$ cat src/rtl/core/tsvg_pkg.sv
// ============================================================================
// tsvg_pkg
// Shared constants, types and the divider step for the two-segment gradient.
// ============================================================================
package tsvg_pkg;

    localparam int MAX_ROWS  = 8192;
    localparam int ROW_W     = 13;
    localparam int HEIGHT_W  = 14;
    localparam int COLOR_W   = 24;
    localparam int CHAN_W    = 8;
    localparam int LANES     = 3;
    localparam int FRAC_W    = 16;
    localparam int QUO_W     = CHAN_W + FRAC_W;
    localparam int DIV_BITS  = 4;
    localparam int DIV_STAGES = QUO_W / DIV_BITS;
    localparam int PROD_W    = QUO_W + ROW_W;
    localparam int NUM_STAGES = DIV_STAGES + 3;

    localparam int SPLIT_NUM   = 132;
    localparam int SPLIT_DEN   = 255;
    localparam int SPLIT_SHIFT = 29;
    localparam longint SPLIT_RECIP =
        ((longint'(1) << SPLIT_SHIFT) + SPLIT_DEN - 1) / SPLIT_DEN;
    localparam longint SPLIT_MUL = SPLIT_NUM * SPLIT_RECIP;
    localparam int SPLIT_MUL_W = 29;
    localparam int SPLIT_PROD_W = ROW_W + SPLIT_MUL_W;

    localparam logic [CHAN_W-1:0] ALPHA_OPAQUE = 8'hFF;

    typedef enum logic [1:0] {
        REG_TOP_COLOR    = 2'd0,
        REG_MIDDLE_COLOR = 2'd1,
        REG_BOTTOM_COLOR = 2'd2,
        REG_FRAME_HEIGHT = 2'd3
    } t_reg_idx;

    typedef struct packed {
        logic [COLOR_W-1:0]  top;
        logic [COLOR_W-1:0]  middle;
        logic [COLOR_W-1:0]  bottom;
        logic [HEIGHT_W-1:0] height;
        logic [ROW_W-1:0]    split;
        logic [ROW_W-1:0]    len_lo;
    } t_cfg;

    typedef struct packed {
        logic [ROW_W-1:0]  rem;
        logic [QUO_W-1:0]  w;
        logic [CHAN_W-1:0] s;
        logic              neg;
    } t_lane;

    typedef struct packed {
        t_lane [LANES-1:0] lane;
        logic [ROW_W-1:0]  den;
        logic [ROW_W-1:0]  k;
        logic              nul;
        logic              oor;
        logic              last;
    } t_div_item;

    typedef struct packed {
        logic [LANES-1:0][PROD_W-1:0] prod;
        logic [LANES-1:0][CHAN_W-1:0] s;
        logic [LANES-1:0]             neg;
        logic                         oor;
        logic                         last;
    } t_mul_item;

    // Restoring division, DIV_BITS quotient bits per call. The quotient bits
    // shift into the low end of w as the dividend bits leave its high end.
    function automatic t_lane div_steps(t_lane a, logic [ROW_W-1:0] den);
        t_lane       r;
        logic [ROW_W:0] t;
        r = a;
        for (int i = 0; i < DIV_BITS; i++) begin
            t = {r.rem, r.w[QUO_W-1]};
            r.w = {r.w[QUO_W-2:0], 1'b0};
            if (t >= {1'b0, den}) begin
                r.rem = ROW_W'(t - {1'b0, den});
                r.w[0] = 1'b1;
            end else begin
                r.rem = t[ROW_W-1:0];
            end
        end
        return r;
    endfunction

endpackage

$ cat src/rtl/core/tsvg_cfg.sv
// ============================================================================
// tsvg_cfg
// Configuration registers and the derived split row and lower segment length.
// ============================================================================
module tsvg_cfg
    import tsvg_pkg::*;
(
    input  logic               i_clk,
    input  logic               i_rst_n,
    input  logic               i_cfg_we,
    input  logic [1:0]         i_cfg_idx,
    input  logic [COLOR_W-1:0] i_cfg_data,
    output t_cfg               o_cfg
);

    t_cfg                    r_cfg;
    t_cfg                    n_cfg;
    logic [HEIGHT_W-1:0]     h_sat;
    logic [ROW_W-1:0]        hm1;
    logic [SPLIT_PROD_W-1:0] split_prod;
    logic [ROW_W-1:0]        split;

    always_comb begin
        h_sat = i_cfg_data[HEIGHT_W-1:0];
        if (h_sat > HEIGHT_W'(MAX_ROWS)) begin
            h_sat = HEIGHT_W'(MAX_ROWS);
        end
        hm1 = ROW_W'(h_sat - HEIGHT_W'(1));
        split_prod = SPLIT_PROD_W'(hm1) * SPLIT_PROD_W'(SPLIT_MUL);
        split = split_prod[SPLIT_SHIFT +: ROW_W];
    end

    always_comb begin
        n_cfg = r_cfg;
        if (i_cfg_we) begin
            case (t_reg_idx'(i_cfg_idx))
                REG_TOP_COLOR: begin
                    n_cfg.top = i_cfg_data;
                end
                REG_MIDDLE_COLOR: begin
                    n_cfg.middle = i_cfg_data;
                end
                REG_BOTTOM_COLOR: begin
                    n_cfg.bottom = i_cfg_data;
                end
                REG_FRAME_HEIGHT: begin
                    n_cfg.height = h_sat;
                    n_cfg.split  = split;
                    n_cfg.len_lo = hm1 - split;
                end
                default: begin
                    n_cfg = r_cfg;
                end
            endcase
        end
    end

    always_ff @(posedge i_clk) begin
        if (!i_rst_n) begin
            r_cfg.top    <= '0;
            r_cfg.middle <= '0;
            r_cfg.bottom <= '0;
            r_cfg.height <= HEIGHT_W'(1);
            r_cfg.split  <= '0;
            r_cfg.len_lo <= '0;
        end else begin
            r_cfg <= n_cfg;
        end
    end

    assign o_cfg = r_cfg;

    a_split_sum: assert property (@(posedge i_clk) disable iff (!i_rst_n)
        (r_cfg.height != '0) |->
        (HEIGHT_W'(r_cfg.split) + HEIGHT_W'(r_cfg.len_lo) + HEIGHT_W'(1) == r_cfg.height))
        else $error("split and lower length do not add up to the height");

    a_height_max: assert property (@(posedge i_clk) disable iff (!i_rst_n)
        r_cfg.height <= HEIGHT_W'(MAX_ROWS))
        else $error("frame height above the row limit");

endmodule

$ cat config.mk
export PLATFORM = sky130hd
export DESIGN_NAME = tsvg_cfg
export DESIGN_NICKNAME = d
export VERILOG_FILES = /design/src/rtl/core/tsvg_pkg.sv /design/src/rtl/core/tsvg_cfg.sv
export SDC_FILE = /design/constraint.sdc
export NUM_CORES = 1
export LEC_CHECK = 0
export BUFFER_PORTS_ARGS = -buffer_cell sky130_fd_sc_hd__buf_2
export CAP_MARGIN = 20
export CORE_ASPECT_RATIO = 1.25
export CORE_MARGIN = 1.5
export CORE_UTILIZATION = 40
export DETAILED_ROUTE_END_ITERATION = 16
export PLACE_DENSITY = 0.61
export SYNTH_ARGS = -nofsm -noshare
export SYNTH_HDL_FRONTEND = slang
export SYNTH_SLANG_ARGS = --single-unit
export TNS_END_PERCENT = 5
$ cat constraint.sdc
create_clock -name i_clk -period 12.5 [get_ports i_clk]
set_clock_uncertainty 0.1 [all_clocks]
set_input_delay 1.875 -clock i_clk [delete_from_list [all_inputs] [get_ports i_clk]]
set_output_delay 1.875 -clock i_clk [all_outputs]
set_load 0.005 [all_outputs]
### Word level (Yosys, flattened, before mapping)

Cells that the tools add are included.
W data, S select, Z words.

| cells by class | value |
|---|---|
| $mul | 1 |
| muxes and demuxes | 1 |
| equal/unequal tests | 3 |
| add/sub/neg operators | 2 |
| reductions and logical operators | 5 |
| magnitude comparators | 1 |

Operator list:

| kind | number |
|---|---|
| $mul A13 B27 Y40 const B | 1 |
| $gt A14 B14 Y1 const B | 1 |
| $mux W14 | 1 |
| $sub A13 B1 Y13 const B | 1 |
| $sub A13 B13 Y13 | 1 |
| $reduce_and A2 Y1 | 4 |
| $eq A2 B2 Y1 const B | 2 |
| $eq A2 B1 Y1 const B | 1 |
| $logic_not A2 Y1 | 1 |

| storage, ports and cells | value |
|---|---|
| flip-flop bits (word level) | 112 |
| output and inout port bits | 112 |
| input bits | 29 |

### Depth between registers and ports, before layout

| depth | value |
|---|---|
| depth after elaboration | 5 |
| mapped depth | 38 |
| depth with buffers taken out | 37 |

### Worst setup path after synthesis

No wires, ideal clock.

| path | value |
|---|---|
| kind | input -> register |
| start | input i_cfg_data[5] |
| end | register r_cfg (netlist bit o_cfg[10]) |
| stages on the path | 36 |
| arrival time | 9,569 ps |
| setup slack | 2,709 ps |
| required time | 12,278 ps |
| path through | buf_2 > nor4_1 > nand2_1 > o21ai_0 > nand2_1 > ha_1 > nand2_1 > or2_2 > nor2_1 > o21ai_0 > inv_1 > ha_1 > inv_1 > fa_1 > fa_1 > inv_1 > ha_1 > ha_1 > nand4_1 > a21oi_1 > or3_1 > o21bai_1 > a21boi_0 > o21a_1 > o21a_1 > or2_2 > fa_1 > a21oi_1 > and2_1 > nor4b_2 > nor4_2 > maj3_2 > o311ai_4 > o311ai_2 > a2111oi_2 > a311o_1 |

| between the ends | value |
|---|---|
| cells in the longest elaborated chain, start to end | 5 |

Ends and longest elaborated chain:

| what | RTL line | RTL |
|---|---|---|
| from (decl) | tsvg_cfg.sv:12 | `input logic [COLOR_W-1:0] i_cfg_data,` |
| $gt A14 B14 Y1 | tsvg_cfg.sv:25 | `if (h_sat > HEIGHT_W'(MAX_ROWS)) begin` |
| $mux W14 (*) | tsvg_cfg.sv:25 |  |
| $sub A13 B1 Y13 (*) | tsvg_cfg.sv:28 | `hm1 = ROW_W'(h_sat - HEIGHT_W'(1));` |
| $mul A13 B27 Y40 | tsvg_cfg.sv:29 | `split_prod = SPLIT_PROD_W'(hm1) * SPLIT_PROD_W'(SPLIT_MUL);` |
| $sub A13 B13 Y13 (*) | tsvg_cfg.sv:49 | `n_cfg.len_lo = hm1 - split;` |
| to (signal assigned) | tsvg_cfg.sv:67 | `r_cfg <= n_cfg;` |
| to (decl) | tsvg_cfg.sv:16 | `t_cfg r_cfg;` |

Mark *: on every way between the ends. The rest lies on a longest branch, timed or not.
A chain may end at the register's enable or synchronous reset.

### Final worst setup path

| path | value |
|---|---|
| start | input i_cfg_data[0] |
| end | register r_cfg (netlist bit o_cfg[10]) |

The elaborated chain is that of the path after synthesis.

==> flow_summary.ini <==
[setup_path]
setup.worst_path.class = input pin to flip-flop
setup.worst_path.start_class = input pin
critPathLaunch = i_cfg_data[0]
worst_path_max_delay_cell = fa_1
required_ns = 12.66
cpMostUsedCell = ha_1
critical_path.reg2reg.endpoint = o_cfg[16]
cpPeakStageDelay_ns = 0.52
setup.reg_to_reg.worst_slack_ns = 11.51
critical_path.endpoint_type = flip-flop
critical_path_arrival_ns = 10.60
crit-reg2reg-launch = o_cfg[16]
reg2reg_depth = 3
cp_max_fo = 6

[placed_design]
gp_congestion = 0.889
place.port_buffers = 140
detailedPlacementHpwl_um = 15900
detailed_place.area_sq_mm = 0.00823

[finish]
multi_input_area_sq_mm = 0.00470
fin_nets = 1181
area.growth.synth_to_final_pct = 15.8
sequential_cell_area_sq_mm = 0.00224
drive_gt1_share_pct = 17.9
fillerInstances = 1836
final_design_area_no_fill_sq_mm = 0.00854
antennaDiodeCount = 0
final_core_utilization_pct = 47.2
largest_register_ffs = 112

[power_and_ir_drop]
comb_power_share_pct = 56.1
sw_frac_of_total_pct = 43.3
power.clock.fraction_pct = 19.0
internal_power_uw = 876
leakage_nw = 3.97
net_switching_power_uw = 670
ir_worst_vdd_mv = 0.0958
share_seq_of_total_power_pct = 24.9
total_power_mw = 1.55
power.density_cell_area_mw_per_mm2 = 181

[clock_tree]
cts_root_buf = clkbuf_16
postCtsSetupBuffers = 0
clock_sink_count = 112
hold_buffers = 0
clkTransAtPathRegs_ns = 0.09
cts-htree-levels = 3
cts_resized = 0
cts_made_buffers = 9
clk_lat_worst_skew_ns = 0.35
maximum_buffer_depth_of_the_clock_tree = 2
cts_tree = yes

[synth]
ys_types = 64
synth_seq_area_share_pct = 30.4
postSynth.asyncResetShare_pct = 0
yosysTopAreaCell = dfxtp_1
ys_dominant_reg_cell = dfxtp_1
syn-num-nets = 1071
synth.top_cells.by_count = nand2_1 (200), a21oi_1 (117), dfxtp_1 (112)
netlist_instances = 925
syn_area_per_cell_sq_um = 7.98
synth.top_cells.by_area = dfxtp_1 (30%), ha_1 (16%), nand2_1 (10%)
synth_edf_count = 0
synthDominantCellAreaShare_pct = 30.4
post_synthesis_register_bit_count = 112
post_synth_instance_area_sq_mm = 0.00738
yosysMostFrequentCell = nand2_1
yosys_warnings = 0

[routing]
ant_nets = 0
first_iter_violations = 280
drt_pass1_iterations = 5
detail_route.drc_violations = 0
total_number_of_vias = 6683
detail_route.wl_per_cell_um = 16.4
vias_per_cell = 5.27
routed_wl_um = 20700

[timing]
worstMarginPinSlew_ns = 1.05
timing.final.max_slew_violations = 0
rsz_0062_raised_after_global_routing = no
maxClockFrequency_mhz = 95.8
hold_violations = 0
setup_tns_ns = 0
slew_headroom_pct = 30.3
hold-worst-slack_ns = 0.351
finalCritPeriodShare_pct = 83.5
post-route-min-period_ns = 10.44
setup_viol_count_final = 0

[global_route]
global_route.usage.total_pct = 21.4
first_pass_grt_wire_length_um = 33200
largest_net_degree_at_the_start_of_global_routing = 92
antenna_found_initial = 0
globalRouteOverflowTotal = 0
grt_pass1_vias = 6278

[floorplan]
core-area_sq_mm = 0.0181
dieHeight_um = 155
floorplan.rows = 55
initial_utilization_pct = 40.8
floorplan.die.width_um = 124
design.die.area_sq_mm = 0.0193
ports_placed_on_the_boundary = 141

[worst_hold_path]
holdPathEnd = o_cfg[50]
min_path_type = flip-flop to flip-flop
holdPathStages = 2
hp-start = o_cfg[50]

[flow_run]
max_cap_violations = 0

[status]
run_status = complete, no violations
[metrics by stage]
stage	instances	worst slack, ns
floorplan	925	2.71
global placement	1251	1.99
detailed placement	1251	1.74
CTS	1267	2.12
global route	1268	1.45
finish	1268	2.06
[cell type report]
| cell class | count | area share, % |
|---|---|---|
| sequential | 112 | 26.2 |
| multi-input combinational | 696 | 55.0 |
| inverter | 70 | 3.09 |
| timing repair buffer | 146 | 8.77 |
| tap | 228 | 3.34 |
| clock buffer | 9 | 2.64 |
| clock inverter | 7 | 0.879 |
[worst max-delay path by stage]
stage                      to  cells past startpoint
global placement    o_cfg[10]                     36
detailed placement  o_cfg[10]                     36
finish              o_cfg[10]                     35
floorplan           o_cfg[10]                     36
CTS                 o_cfg[10]                     36
global route        o_cfg[10]                     35
[cells by family (layout without fill, tap and decap cells)]
group / count (synthesis) / in the layout / synth area share, %
AND/OR/NAND/NOR: 358 / 358 / 22.1
XOR/XNOR: 25 / 25 / 2.97
AO/OA/AOI/OAI: 193 / 193 / 16.1
adder cells (fa/ha/maj): 119 / 119 / 22.4
buffers and inverters: 117 / 232 / 6.00
multiplexers: 1 / 1 / 0.136
flip-flops: 112 / 112 / 30.4
[power groups by stage]
| stage | registers (mW) | logic (mW) | clock network [mW] |
|---|---|---|---|
| 6_report | 0.386 | 0.867 | 0.294 |
| 5_1_grt | 0.388 | 0.972 | 0.313 |
| 4_1_cts | 0.386 | 0.870 | 0.304 |
| 3_3_place_gp | 0.393 | 0.857 | 0 |
| 2_1_floorplan | 0.395 | 0.644 | 0 |
| 3_5_place_dp | 0.394 | 0.865 | 0 |
[worst max-delay path, delay by kind of cell]
| family | cells | cell delay, ns |
|---|---|---|
| fa+ha+maj | 8 | 3.02 |
| buf+inv | 4 | 0.44 |
| compound gates | 11 | 3.01 |
| simple gates | 12 | 2.27 |
[per-layer routing]
layer	vias to the layer above	wire length (um)	share of wire, %	global-route usage (%)
met3	31	910	4.4	3.70
li1	3368	-	-	-
met2	164	10100	49	37.4
met4	0	503	2.4	7.39
met1	3120	9220	44	26.7
met5	-	0	0	0
[layout by cell type (no fill, tap or decap), types with 6 or more instances in the layout]
cell type / synthesis / layout
inv_1: 70 / 69
nor3_1: 13 / 13
ha_1: 95 / 95
xnor2_1: 14 / 14
a211oi_1: 9 / 9
nor2_1: 50 / 50
xor2_1: 11 / 11
o21a_1: 6 / 6
buf_2: 2 / 140
and3_1: 8 / 8
nor2b_1: 12 / 12
fa_1: 22 / 22
nand2_1: 200 / 200
or3_1: 6 / 6
nand3_1: 22 / 21
and2_1: 10 / 10
o21ai_0: 18 / 18
dfxtp_1: 112 / 112
a21oi_1: 117 / 117
clkbuf_16: 0 / 9
No activity file was read; power rests on OpenSTA's default activity.
